[config.mk]
export PLATFORM = sky130hd
export DESIGN_NAME = differential_drive_steering
export DESIGN_NICKNAME = d
export VERILOG_FILES = /design/src/dds_pkg.sv /design/src/differential_drive_steering.sv /design/src/dds_cfg_regs.sv /design/src/dds_ctrl.sv /design/src/dds_datapath.sv
export SDC_FILE = /design/constraint.sdc
export NUM_CORES = 2
export LEC_CHECK = 0
export ABC_CLOCK_PERIOD_IN_PS = 10700
export BUFFER_PORTS_ARGS = -buffer_cell sky130_fd_sc_hd__clkbuf_2
export CAP_MARGIN = 20
export CORE_MARGIN = 2
export CORE_UTILIZATION = 60
export CTS_BUF_LIST = sky130_fd_sc_hd__clkbuf_16
export DETAILED_ROUTE_END_ITERATION = 16
export GPL_TIMING_DRIVEN = 0
export PLACE_DENSITY = 0.87
export SETUP_SLACK_MARGIN = 0.5
export SLEW_MARGIN = 20
export SYNTH_ARGS = -nofsm -noshare
export SYNTH_HDL_FRONTEND = slang
export SYNTH_SLANG_ARGS = --single-unit
[constraint.sdc]
create_clock -name clk_i -period 10.7 [get_ports clk_i]
set_input_delay 1.605 -clock clk_i [delete_from_list [all_inputs] [get_ports clk_i]]
set_output_delay 1.605 -clock clk_i [all_outputs]
set_load 0.1 [all_outputs]
[src/dds_pkg.sv]
// dds_pkg: shared types, constants and codes of the differential drive steering block
// used by dds_cfg_regs, dds_ctrl, dds_datapath and differential_drive_steering
// no dependencies
package dds_pkg;

  // field and port widths
  localparam int unsigned DUTY_W     = 7;
  localparam int unsigned POS_W      = 8;
  localparam int unsigned YAW_W      = 17;
  localparam int unsigned CFG_IDX_W  = 3;
  localparam int unsigned CFG_DATA_W = 11;
  localparam int unsigned RAMP_W     = 8;

  // shared multiplier
  localparam int unsigned MUL_W  = 18;
  localparam int unsigned PROD_W = 2 * MUL_W;

  // heading ramp
  localparam int unsigned RAMP_STEPS  = 50;
  localparam int unsigned RAMP_START  = 20;
  localparam int unsigned RAMP_MAX    = (1 << RAMP_W) - 1;
  localparam int unsigned RECIP_SHIFT = 16;
  localparam int unsigned RAMP_RECIP  = (1 << RECIP_SHIFT) / RAMP_STEPS;
  localparam int unsigned MAG_W       = 15;

  // position filter, Q8 weights 0.6 new and 0.4 old
  localparam int unsigned FILT_NEW   = 154 * 256;
  localparam int unsigned FILT_OLD   = 102;
  localparam int unsigned FILT_ROUND = 128;
  localparam int unsigned FILT_SHIFT = 8;

  // duty offsets and limits
  localparam int unsigned DUTY_MAX    = 100;
  localparam logic [1:0]  LINE_OFFSET = 2'd2;
  localparam logic [1:0]  HEAD_OFFSET = 2'd1;

  // no line seen
  localparam logic signed [POS_W-1:0] LOST_POS = 8'sh80;

  // mode codes
  localparam logic MODE_LINE    = 1'b0;
  localparam logic MODE_HEADING = 1'b1;

  // register reset values
  localparam logic [6:0]  RST_LINE_SPEED    = 7'd38;
  localparam logic [6:0]  RST_HEADING_SPEED = 7'd46;
  localparam logic [9:0]  RST_LINE_KP       = 10'd77;
  localparam logic [9:0]  RST_LINE_KD       = 10'd307;
  localparam logic [10:0] RST_ANGLE_GAIN    = 11'd640;
  localparam logic [6:0]  RST_STEER_LIMIT   = 7'd40;
  localparam logic [6:0]  RST_TURN_CLAMP    = 7'd60;

  typedef enum logic [CFG_IDX_W-1:0] {
    REG_LINE_SPEED    = 3'd0,
    REG_HEADING_SPEED = 3'd1,
    REG_LINE_KP       = 3'd2,
    REG_LINE_KD       = 3'd3,
    REG_ANGLE_GAIN    = 3'd4,
    REG_STEER_LIMIT   = 3'd5,
    REG_TURN_CLAMP    = 3'd6
  } cfg_reg_e;

  typedef struct packed {
    logic [6:0]  line_speed;
    logic [6:0]  heading_speed;
    logic [9:0]  line_kp;
    logic [9:0]  line_kd;
    logic [10:0] angle_gain;
    logic [6:0]  steer_limit;
    logic [6:0]  turn_clamp;
  } cfg_t;

  // datapath steps, one per controller state
  typedef enum logic [2:0] {
    STEP_NONE,
    STEP_MUL1,
    STEP_MUL2,
    STEP_MID,
    STEP_MUL3,
    STEP_MUL4,
    STEP_BASE,
    STEP_OUT
  } step_e;

  typedef struct packed {
    logic  load;
    step_e step;
  } cmd_t;

  typedef enum logic [2:0] {
    ST_IDLE,
    ST_MUL1,
    ST_MUL2,
    ST_MID,
    ST_MUL3,
    ST_MUL4,
    ST_BASE,
    ST_OUT
  } ctrl_state_e;

endpackage

[src/differential_drive_steering.sv]
// differential_drive_steering: top level of the steering block
// depends on dds_pkg, dds_cfg_regs, dds_ctrl and dds_datapath
//
// Each request is one control tick (mode, line position, yaw error, clear flag) and yields
// one pair of wheel duties in 0..100. After acceptance a request walks through seven
// sequencer steps (the last waits for a free output register), four of which use the single
// shared 18 x 18 signed multiplier (filter terms and PD gains in line mode, heading gain,
// ramp product and the ramp division by reciprocal in heading mode). The next request is
// taken once the sequencer is back in idle, even while the last result still waits in the
// output register. Configuration writes take effect at the edge where the write enable is
// high and must only be made while no request is in flight.
module differential_drive_steering (
  input  logic                               clk_i,
  input  logic                               rst_ni,
  // configuration
  input  logic                               cfg_we_i,
  input  logic [dds_pkg::CFG_IDX_W-1:0]      cfg_idx_i,
  input  logic [dds_pkg::CFG_DATA_W-1:0]     cfg_wdata_i,
  // request channel
  input  logic                               in_valid_i,
  output logic                               in_ready_o,
  input  logic                               mode_i,
  input  logic signed [dds_pkg::POS_W-1:0]   line_position_i,
  input  logic signed [dds_pkg::YAW_W-1:0]   yaw_error_i,
  input  logic                               clear_last_i,
  // result channel
  output logic                               out_valid_o,
  input  logic                               out_ready_i,
  output logic [dds_pkg::DUTY_W-1:0]         left_duty_o,
  output logic [dds_pkg::DUTY_W-1:0]         right_duty_o
);
  import dds_pkg::*;

  cfg_t cfg;
  cmd_t cmd;

  // configuration registers
  dds_cfg_regs u_cfg (
    .clk_i       (clk_i),
    .rst_ni      (rst_ni),
    .cfg_we_i    (cfg_we_i),
    .cfg_idx_i   (cfg_idx_i),
    .cfg_wdata_i (cfg_wdata_i),
    .cfg_o       (cfg)
  );

  // sequencer
  dds_ctrl u_ctrl (
    .clk_i       (clk_i),
    .rst_ni      (rst_ni),
    .in_valid_i  (in_valid_i),
    .in_ready_o  (in_ready_o),
    .out_valid_o (out_valid_o),
    .out_ready_i (out_ready_i),
    .cmd_o       (cmd)
  );

  // arithmetic
  dds_datapath u_dp (
    .clk_i           (clk_i),
    .rst_ni          (rst_ni),
    .cfg_i           (cfg),
    .cmd_i           (cmd),
    .mode_i          (mode_i),
    .line_position_i (line_position_i),
    .yaw_error_i     (yaw_error_i),
    .clear_last_i    (clear_last_i),
    .left_duty_o     (left_duty_o),
    .right_duty_o    (right_duty_o)
  );

endmodule

[src/dds_cfg_regs.sv]
// dds_cfg_regs: configuration register file with a plain write port
// depends on dds_pkg
module dds_cfg_regs (
  input  logic                             clk_i,
  input  logic                             rst_ni,
  input  logic                             cfg_we_i,
  input  logic [dds_pkg::CFG_IDX_W-1:0]    cfg_idx_i,
  input  logic [dds_pkg::CFG_DATA_W-1:0]   cfg_wdata_i,
  output dds_pkg::cfg_t                    cfg_o
);
  import dds_pkg::*;

  cfg_t cfg_q, cfg_d;

  // write decode, unused indexes are dropped
  always_comb begin
    cfg_d = cfg_q;
    if (cfg_we_i) begin
      unique case (cfg_idx_i)
        REG_LINE_SPEED:    cfg_d.line_speed    = cfg_wdata_i[6:0];
        REG_HEADING_SPEED: cfg_d.heading_speed = cfg_wdata_i[6:0];
        REG_LINE_KP:       cfg_d.line_kp       = cfg_wdata_i[9:0];
        REG_LINE_KD:       cfg_d.line_kd       = cfg_wdata_i[9:0];
        REG_ANGLE_GAIN:    cfg_d.angle_gain    = cfg_wdata_i[10:0];
        REG_STEER_LIMIT:   cfg_d.steer_limit   = cfg_wdata_i[6:0];
        REG_TURN_CLAMP:    cfg_d.turn_clamp    = cfg_wdata_i[6:0];
        default:           cfg_d = cfg_q;
      endcase
    end
  end

  // register storage
  always_ff @(posedge clk_i or negedge rst_ni) begin
    if (!rst_ni) begin
      cfg_q.line_speed    <= RST_LINE_SPEED;
      cfg_q.heading_speed <= RST_HEADING_SPEED;
      cfg_q.line_kp       <= RST_LINE_KP;
      cfg_q.line_kd       <= RST_LINE_KD;
      cfg_q.angle_gain    <= RST_ANGLE_GAIN;
      cfg_q.steer_limit   <= RST_STEER_LIMIT;
      cfg_q.turn_clamp    <= RST_TURN_CLAMP;
    end else begin
      cfg_q <= cfg_d;
    end
  end

  assign cfg_o = cfg_q;

endmodule

[src/dds_ctrl.sv]
// dds_ctrl: sequencer that walks one request through the datapath steps
// depends on dds_pkg
module dds_ctrl (
  input  logic          clk_i,
  input  logic          rst_ni,
  input  logic          in_valid_i,
  output logic          in_ready_o,
  output logic          out_valid_o,
  input  logic          out_ready_i,
  output dds_pkg::cmd_t cmd_o
);
  import dds_pkg::*;

  ctrl_state_e state_q, state_d;
  logic        out_valid_q, out_valid_d;
  logic        out_free;

  assign out_free = !out_valid_q || out_ready_i;

  // next state
  always_comb begin
    state_d = state_q;
    unique case (state_q)
      ST_IDLE: if (in_valid_i) state_d = ST_MUL1;
      ST_MUL1: state_d = ST_MUL2;
      ST_MUL2: state_d = ST_MID;
      ST_MID:  state_d = ST_MUL3;
      ST_MUL3: state_d = ST_MUL4;
      ST_MUL4: state_d = ST_BASE;
      ST_BASE: state_d = ST_OUT;
      ST_OUT:  if (out_free) state_d = ST_IDLE;
      default: state_d = ST_IDLE;
    endcase
  end

  // outputs
  always_comb begin
    in_ready_o  = (state_q == ST_IDLE);
    cmd_o.load  = in_valid_i && (state_q == ST_IDLE);
    cmd_o.step  = STEP_NONE;
    unique case (state_q)
      ST_IDLE: cmd_o.step = STEP_NONE;
      ST_MUL1: cmd_o.step = STEP_MUL1;
      ST_MUL2: cmd_o.step = STEP_MUL2;
      ST_MID:  cmd_o.step = STEP_MID;
      ST_MUL3: cmd_o.step = STEP_MUL3;
      ST_MUL4: cmd_o.step = STEP_MUL4;
      ST_BASE: cmd_o.step = STEP_BASE;
      ST_OUT:  cmd_o.step = out_free ? STEP_OUT : STEP_NONE;
      default: cmd_o.step = STEP_NONE;
    endcase
    if (cmd_o.step == STEP_OUT) begin
      out_valid_d = 1'b1;
    end else if (out_ready_i) begin
      out_valid_d = 1'b0;
    end else begin
      out_valid_d = out_valid_q;
    end
  end

  always_ff @(posedge clk_i or negedge rst_ni) begin
    if (!rst_ni) begin
      state_q     <= ST_IDLE;
      out_valid_q <= 1'b0;
    end else begin
      state_q     <= state_d;
      out_valid_q <= out_valid_d;
    end
  end

  assign out_valid_o = out_valid_q;

  // a request always starts the multiply sequence
  a_load_starts : assert property (@(posedge clk_i) disable iff (!rst_ni)
    cmd_o.load |=> state_q == ST_MUL1)
    else $error("request accepted but sequence did not start");

  // a pending result is never overwritten
  a_no_overwrite : assert property (@(posedge clk_i) disable iff (!rst_ni)
    cmd_o.step == STEP_OUT |-> !(out_valid_q && !out_ready_i))
    else $error("result written over a pending one");

  // a result only appears out of the write-back state
  a_valid_source : assert property (@(posedge clk_i) disable iff (!rst_ni)
    $rose(out_valid_q) |-> $past(state_q) == ST_OUT)
    else $error("result valid raised outside write-back");

  // no request is taken while one is in flight
  a_single_item : assert property (@(posedge clk_i) disable iff (!rst_ni)
    cmd_o.step != STEP_NONE |-> !cmd_o.load)
    else $error("request accepted while busy");

endmodule

[src/dds_datapath.sv]
// dds_datapath: filter, PD and P controllers, ramp and duty mixing on one shared multiplier
// depends on dds_pkg
module dds_datapath (
  input  logic                                clk_i,
  input  logic                                rst_ni,
  input  dds_pkg::cfg_t                       cfg_i,
  input  dds_pkg::cmd_t                       cmd_i,
  input  logic                                mode_i,
  input  logic signed [dds_pkg::POS_W-1:0]    line_position_i,
  input  logic signed [dds_pkg::YAW_W-1:0]    yaw_error_i,
  input  logic                                clear_last_i,
  output logic [dds_pkg::DUTY_W-1:0]          left_duty_o,
  output logic [dds_pkg::DUTY_W-1:0]          right_duty_o
);
  import dds_pkg::*;

  // request payload
  logic                     mode_q;
  logic signed [POS_W-1:0]  pos_q;
  logic signed [YAW_W-1:0]  yaw_q;
  logic [RAMP_W-1:0]        ramp_use_q;

  // persistent state
  logic signed [15:0]       fpos_q;
  logic signed [15:0]       perr_q;
  logic [RAMP_W-1:0]        ramp_q;
  logic [DUTY_W-1:0]        prev_left_q, prev_right_q;

  // working registers
  logic signed [PROD_W-1:0] prod_q, x1_q, x2_q;
  logic signed [15:0]       err_q;
  logic [MAG_W-1:0]         mag_q;
  logic                     neg_q;
  logic signed [8:0]        base_q;
  logic signed [23:0]       adj_q;
  logic [1:0]               off_q;
  logic [DUTY_W-1:0]        left_q, right_q;

  logic                     lost;
  logic                     standstill;
  logic [RAMP_W-1:0]        ramp_eff;
  logic signed [8:0]        span;
  logic signed [MUL_W-1:0]  mul_a, mul_b;
  logic signed [PROD_W-1:0] mul_p;

  assign lost = (pos_q == LOST_POS);

  // ramp restart after a standstill
  assign standstill = clear_last_i || (prev_left_q == '0 && prev_right_q == '0);
  assign ramp_eff   = standstill ? '0 : ramp_q;
  assign span       = $signed({2'b00, cfg_i.heading_speed}) - $signed(9'(RAMP_START));

  // shared multiplier operand select
  always_comb begin
    mul_a = '0;
    mul_b = '0;
    unique case (cmd_i.step)
      STEP_MUL1: begin
        if (mode_q == MODE_HEADING) begin
          mul_a = MUL_W'(yaw_q);
          mul_b = $signed(MUL_W'(cfg_i.angle_gain));
        end else begin
          mul_a = MUL_W'(pos_q);
          mul_b = $signed(MUL_W'(FILT_NEW));
        end
      end
      STEP_MUL2: begin
        if (mode_q == MODE_HEADING) begin
          mul_a = $signed(MUL_W'(ramp_use_q));
          mul_b = MUL_W'(span);
        end else begin
          mul_a = MUL_W'(fpos_q);
          mul_b = $signed(MUL_W'(FILT_OLD));
        end
      end
      STEP_MUL3: begin
        if (mode_q == MODE_HEADING) begin
          mul_a = $signed(MUL_W'(mag_q));
          mul_b = $signed(MUL_W'(RAMP_RECIP));
        end else begin
          mul_a = MUL_W'(err_q);
          mul_b = $signed(MUL_W'(cfg_i.line_kp));
        end
      end
      STEP_MUL4: begin
        if (mode_q == MODE_HEADING) begin
          mul_a = $signed(MUL_W'(prod_q[RECIP_SHIFT +: MAG_W]));
          mul_b = $signed(MUL_W'(RAMP_STEPS));
        end else begin
          mul_a = MUL_W'(17'(err_q) - 17'(perr_q));
          mul_b = $signed(MUL_W'(cfg_i.line_kd));
        end
      end
      default: begin
        mul_a = '0;
        mul_b = '0;
      end
    endcase
  end

  assign mul_p = mul_a * mul_b;

  // filter update and line error
  logic signed [PROD_W-1:0] fsum, fshift;
  logic signed [15:0]       fclamp;
  logic signed [16:0]       fneg;
  logic signed [15:0]       errv;
  logic signed [PROD_W-1:0] pmag;

  always_comb begin
    fsum   = x1_q + prod_q + $signed(PROD_W'(FILT_ROUND));
    fshift = fsum >>> FILT_SHIFT;
    if (fshift > 36'sd32767) begin
      fclamp = 16'sh7fff;
    end else if (fshift < -36'sd32768) begin
      fclamp = 16'sh8000;
    end else begin
      fclamp = fshift[15:0];
    end
    fneg = -17'(fclamp);
    errv = (fneg > 17'sd32767) ? 16'sh7fff : fneg[15:0];
    pmag = prod_q[PROD_W-1] ? -prod_q : prod_q;
  end

  // steering clamp and ramp base
  logic signed [PROD_W-1:0] sel_raw, lim36, clamped;
  logic [MAG_W-1:0]         q0, qv;
  logic signed [PROD_W-1:0] rem;
  logic signed [15:0]       term, b_ramp;
  logic signed [8:0]        base_v;

  always_comb begin
    if (mode_q == MODE_HEADING) begin
      sel_raw = x1_q;
      lim36   = $signed(PROD_W'({cfg_i.turn_clamp, 16'h0000}));
    end else begin
      sel_raw = lost ? '0 : x2_q + prod_q;
      lim36   = $signed(PROD_W'({cfg_i.steer_limit, 16'h0000}));
    end
    if (sel_raw > lim36) begin
      clamped = lim36;
    end else if (sel_raw < -lim36) begin
      clamped = -lim36;
    end else begin
      clamped = sel_raw;
    end
    // quotient by reciprocal, then one correction step
    q0     = x2_q[RECIP_SHIFT +: MAG_W];
    rem    = $signed(PROD_W'(mag_q)) - prod_q;
    qv     = (rem >= $signed(PROD_W'(RAMP_STEPS))) ? q0 + 1'b1 : q0;
    term   = neg_q ? -$signed({1'b0, qv}) : $signed({1'b0, qv});
    b_ramp = $signed(16'(RAMP_START)) + term;
    if (mode_q == MODE_HEADING) begin
      base_v = (ramp_use_q < RAMP_W'(RAMP_STEPS)) ? b_ramp[8:0]
                                                   : $signed({2'b00, cfg_i.heading_speed});
    end else begin
      base_v = $signed({2'b00, cfg_i.line_speed});
    end
  end

  // wheel sum, truncated toward zero, offset and saturated
  function automatic logic [DUTY_W-1:0] wheel_duty(input logic signed [8:0]  base,
                                                   input logic signed [24:0] adj,
                                                   input logic [1:0]         off);
    logic signed [26:0] s;
    logic signed [26:0] t;
    logic signed [11:0] d;
    s = 27'($signed({base, 16'h0000})) + 27'(adj);
    t = s[26] ? s + 27'sd65535 : s;
    d = 12'(t >>> 16) + $signed({10'b0, off});
    if (d < 12'sd0) begin
      wheel_duty = '0;
    end else if (d > $signed(12'(DUTY_MAX))) begin
      wheel_duty = DUTY_W'(DUTY_MAX);
    end else begin
      wheel_duty = d[DUTY_W-1:0];
    end
  endfunction

  logic [DUTY_W-1:0] left_v, right_v;

  always_comb begin
    left_v  = wheel_duty(base_q, 25'(adj_q), off_q);
    right_v = wheel_duty(base_q, -25'(adj_q), '0);
  end

  // controller state that persists between requests
  always_ff @(posedge clk_i or negedge rst_ni) begin
    if (!rst_ni) begin
      fpos_q       <= '0;
      perr_q       <= '0;
      ramp_q       <= '0;
      prev_left_q  <= '0;
      prev_right_q <= '0;
    end else begin
      if (cmd_i.load) begin
        if (clear_last_i) begin
          prev_left_q  <= '0;
          prev_right_q <= '0;
        end
        if (mode_i == MODE_HEADING) begin
          ramp_q <= (ramp_eff == RAMP_W'(RAMP_MAX)) ? ramp_eff : ramp_eff + 1'b1;
        end
      end
      if (cmd_i.step == STEP_MID && mode_q == MODE_LINE && !lost) begin
        fpos_q <= fclamp;
      end
      if (cmd_i.step == STEP_BASE && mode_q == MODE_LINE) begin
        perr_q <= lost ? '0 : err_q;
      end
      if (cmd_i.step == STEP_OUT) begin
        prev_left_q  <= left_v;
        prev_right_q <= right_v;
      end
    end
  end

  // payload and working registers
  always_ff @(posedge clk_i) begin
    if (cmd_i.load) begin
      mode_q     <= mode_i;
      pos_q      <= line_position_i;
      yaw_q      <= yaw_error_i;
      ramp_use_q <= ramp_eff;
    end
    prod_q <= mul_p;
    case (cmd_i.step)
      STEP_MUL2: x1_q <= prod_q;
      STEP_MID: begin
        err_q <= errv;
        mag_q <= pmag[MAG_W-1:0];
        neg_q <= prod_q[PROD_W-1];
      end
      STEP_MUL4: x2_q <= prod_q;
      STEP_BASE: begin
        base_q <= base_v;
        adj_q  <= clamped[23:0];
        off_q  <= (mode_q == MODE_HEADING) ? HEAD_OFFSET : LINE_OFFSET;
      end
      STEP_OUT: begin
        left_q  <= left_v;
        right_q <= right_v;
      end
      default: ;
    endcase
  end

  assign left_duty_o  = left_q;
  assign right_duty_o = right_q;

endmodule

==> results.txt <==
The run finished with clean final reports. The number of global-route vias before repair came out at 28.5k. In this run the remaining antenna-violating nets after routing total 0.

The number of violations reported at the end of detailed-routing iteration 0 is 3067. Setup repair after global routing left no endpoint under its margin. The min-delay analysis places its worst path in the category flop to flop. By area, the combinational part of the netlist is dominated by adder cells. The delay contributed by the slowest stage of the critical path came out at 0.60 ns. The area of the core region came out at 0.0565 sq mm. The critical path is of the flop to flop type. Of the total synthesized cell area, the portion taken by full adders, half adders and majority gates is 0.289. Entering global routing, the biggest net connects 75 pins. At the pin with the least slew margin, the transition time is 1.14 ns. The filler-free cell count of the finished design is 4560. The synthesized instance count came out at ~3.6k. The count of maximum capacitance violations came out at 0. The critical path data required time is approximately 11 ns. The final design area excluding fillers is between 0.03 and 0.04 sq mm. The number of hold violations in the final report is 0. Once placement finished, the instance area stood at 0.0358 sq mm. The final layout net count is about 4.4k. STA classifies the critical path startpoint as a flop.

The site row count came out at 87. The library cell used most frequently in the layout, excluding fill and tap cells, is sky130_fd_sc_hd__inv_1. CTS placed an instance of sky130_fd_sc_hd__clkbuf_16 at the clock tree root. The signed area change from the synthesized netlist to the final layout came out at 9.15%.

The total half-perimeter wirelength after legalization and detailed placement is 78.3 mm. In the global route stage, overall resource usage came out at 0.339. The wire length of the first global-routing pass came out at 156 mm. The longest clock path from root to sink contains 3 buffers. The total count of max-transition violations in the final report is 0.

In the final routed layout, each cell accounts on average for roughly 22 um. Clock latency on the worst-skew pair, taken at its later pin, is ~0.60 ns. Clock-pin slew was measured on the worst setup and hold paths at 0.06 ns. Summed over all layers, the global routing overflow is 0. The synthesized cell area came out at 0.0343 sq mm. In the finished design, the share of the clock period the worst path needs comes to 0.928. The maximum level of the CTS H-tree is 2. The biggest area contributor in the post-synthesis netlist is sky130_fd_sc_hd__fa_1. 0 antenna diodes ended up in the layout. The final worst setup slack came out at around 0.77 ns. Setup violations remaining at the end of the flow were counted as 0.

Along the worst path, the maximum fanout reaches 10. The TritonCTS buffer count is 37. The mean post-synth cell area came out at 9.43 sq um. The commonest register cell after synthesis is sky130_fd_sc_hd__edfxtp_1. The detailed router placed 28.7k vias in this run. The mux cell area share after synthesis came out at 0.0323.

The compound-cell area share of the yosys netlist was 0.144. The share of flip-flops with an asynchronous set or reset is 0.344. For this run, design rule violations remaining after detail routing come to 0. The worst setup path is captured at a flop. The maximum frequency from static timing analysis came out at 101 MHz. Hold repair after CTS inserted 0 buffers. The initial antenna violation count is 3. The share of synthesized area in the top cell type comes to 0.184.

The total die area is 0.0591 sq mm. The width of the chip came out at approximately 240 um. The clock period minus worst slack came out at 9.93 ns. The worst slack at placement came out at -1.13 ns. Of the cells placed in the final design, the portion with a size suffix greater than 1 is 0.0973. For this run, the number of Yosys warnings is 0. The slowest stage of the critical path belongs to the cell sky130_fd_sc_hd__mux4_2. The clock skew came out at 0.0332 ns. In the post-synthesis netlist, the biggest area contributors are sky130_fd_sc_hd__fa_1, sky130_fd_sc_hd__edfxtp_1, sky130_fd_sc_hd__ha_1.

The remaining max-slew budget at the tightest pin came out at 0.235. The critical path data arrival time came out at about 10 ns. The number of sinks on the clock net came out at 340. The xor/xnor share of the synthesized area came out at 0.0490. Routability-driven placement finished with a final weighted congestion of just over 1.

TritonCTS built the clock tree. Counting stages on the worst path, the most repeated cell is sky130_fd_sc_hd__fa_1. The count of cell types in the netlist came out at 110.

The ratio of routed vias to standard cells is 6.30. In this run, placement finished with an instance count of between 4k and 5k. Pin placement for this block handled 62 I/O pins. The wire length after detailed routing came out at 101 mm. The number of port buffers came out at just under 60. The number of flops mapped to enable cells by yosys came out at 187.

The area fraction in and, or, nand and nor cells after synthesis is 0.147. The starting density of the core is 0.607. The number of register bits inferred by synthesis came out at 340.

Of the synthesized area, sequential elements account for 0.271. The y dimension of the die is between 200 and 250 um. In the layout the commonest cells are sky130_fd_sc_hd__inv_1, sky130_fd_sc_hd__nand2_1, sky130_fd_sc_hd__fa_1. The first detailed-routing pass took 8 iterations.
==> state kept, by name, summed over array words and instances, names as in the netlist, 8 cells and up <==
signal / flops
u_dp.adj_q: 24
u_dp.pos_q: 8
u_dp.err_q: 16
u_dp.base_q: 9
u_dp.x2_q: 36
u_cfg.cfg_o: 59
u_dp.yaw_q: 17
u_dp.fpos_q: 16
u_dp.x1_q: 36
u_dp.perr_q: 16
u_dp.ramp_use_q: 8
u_dp.mag_q: 15
u_dp.prod_q: 36
u_dp.ramp_q: 8
==> worst paths after layout <==
path / startpoint / endpoint / slack (ns) / cells past startpoint
max: u_dp.mode_q$_DFFE_PP_ / u_dp.prod_q[35]$_DFF_P_ / 0.77 / 30
min: u_dp.perr_q[7]$_DFFE_PN0P_ / u_dp.perr_q[7]$_DFFE_PN0P_ / 0.48 / 2
max reg2reg: u_dp.mode_q$_DFFE_PP_ / u_dp.prod_q[35]$_DFF_P_ / 0.77 / 30
min reg2reg: u_dp.perr_q[7]$_DFFE_PN0P_ / u_dp.perr_q[7]$_DFFE_PN0P_ / 0.48 / 2
max in group asynchronous: rst_ni / u_dp.fpos_q[4]$_DFFE_PN0P_ / 8.99 / 2
min in group asynchronous: rst_ni / u_dp.prev_left_q[6]$_DFFE_PN0P_ / 0.94 / 1
==> critical path, delay by kind of cell (launching register included) <==
family                     cells  cell delay [ns]
and+or+nand+nor                4             1.38
AOI/OAI and AO/OA              7             1.68
xor gates and xnor gates       1             0.18
DFF                            1             0.52
adders and majority gates      7             3.45
buffers and inverters         10             2.03
muxes                          1             0.60
==> final cells by class <==
type	instances	area, sq um
multi-input combinational	2709	23000
fill	4164	19100
sequential	340	9290
inverter	502	1890
clock buffer	38	951
tap	756	946
buffer	112	531
timing repair buffer	73	487
clock inverter	30	363
==> stage by stage <==
step                hold slack, ns  TNS, ns  utilization
floorplan                    0.424        0            -
global placement             0.461    -5.87        0.631
detailed placement           0.470    -7.79        0.633
CTS                          0.484        0        0.658
global route                 0.509        0        0.662
finish                       0.480        0        0.662
==> cell families after synthesis <==
kind of cell             Yosys count
AND/OR/NAND/NOR                 1049
multiplexers                     101
flip-flops                       340
XOR/XNOR                         191
AO/OA/AOI/OAI                    738
buffers and inverters            614
adder cells (fa/ha/maj)          603
other                              2
==> routing by layer <==
metal | track usage | wire, um | vias up
li1 | - | - | 12700
met1 | 0.437 | 37600 | 13900
met2 | 0.530 | 44600 | 1717
met3 | 0.0888 | 12100 | 410
met4 | 0.175 | 6230 | 4
met5 | 0 | 23 | -
==> synthesized netlist by cell type, drive strengths merged, types with 23 or more instances <==
cell type	n
mux2i	32
a21oi	171
mux2	68
o21ai	185
edfxtp	187
dfstp	24
dfxtp	36
a22oi	43
nor4	28
inv	499
nand2	321
xnor2	140
clkbuf	90
o31ai	28
a211oi	23
nand4	29
o21a	36
nor3	54
fa	316
nand3	55
nor2b	36
and2	45
nand2b	48
dfrtp	93
and3	45
a21o	57
a22o	23
ha	286
nor2	294
xor2	51
==> timing repair <==
item | in CTS | in global routing
endpoints found under the hold margin | 0 | 0
gates cloned | 0 | 0
gates resized for setup | 51 | 86
setup endpoints to repair | 21 | 8
pin swaps | 2 | 11
buffers inserted | 0 | 8
Power is left out: the tool's default activity adds up to more than one toggle a clock period on the data nets, which glitch-free logic cannot reach.
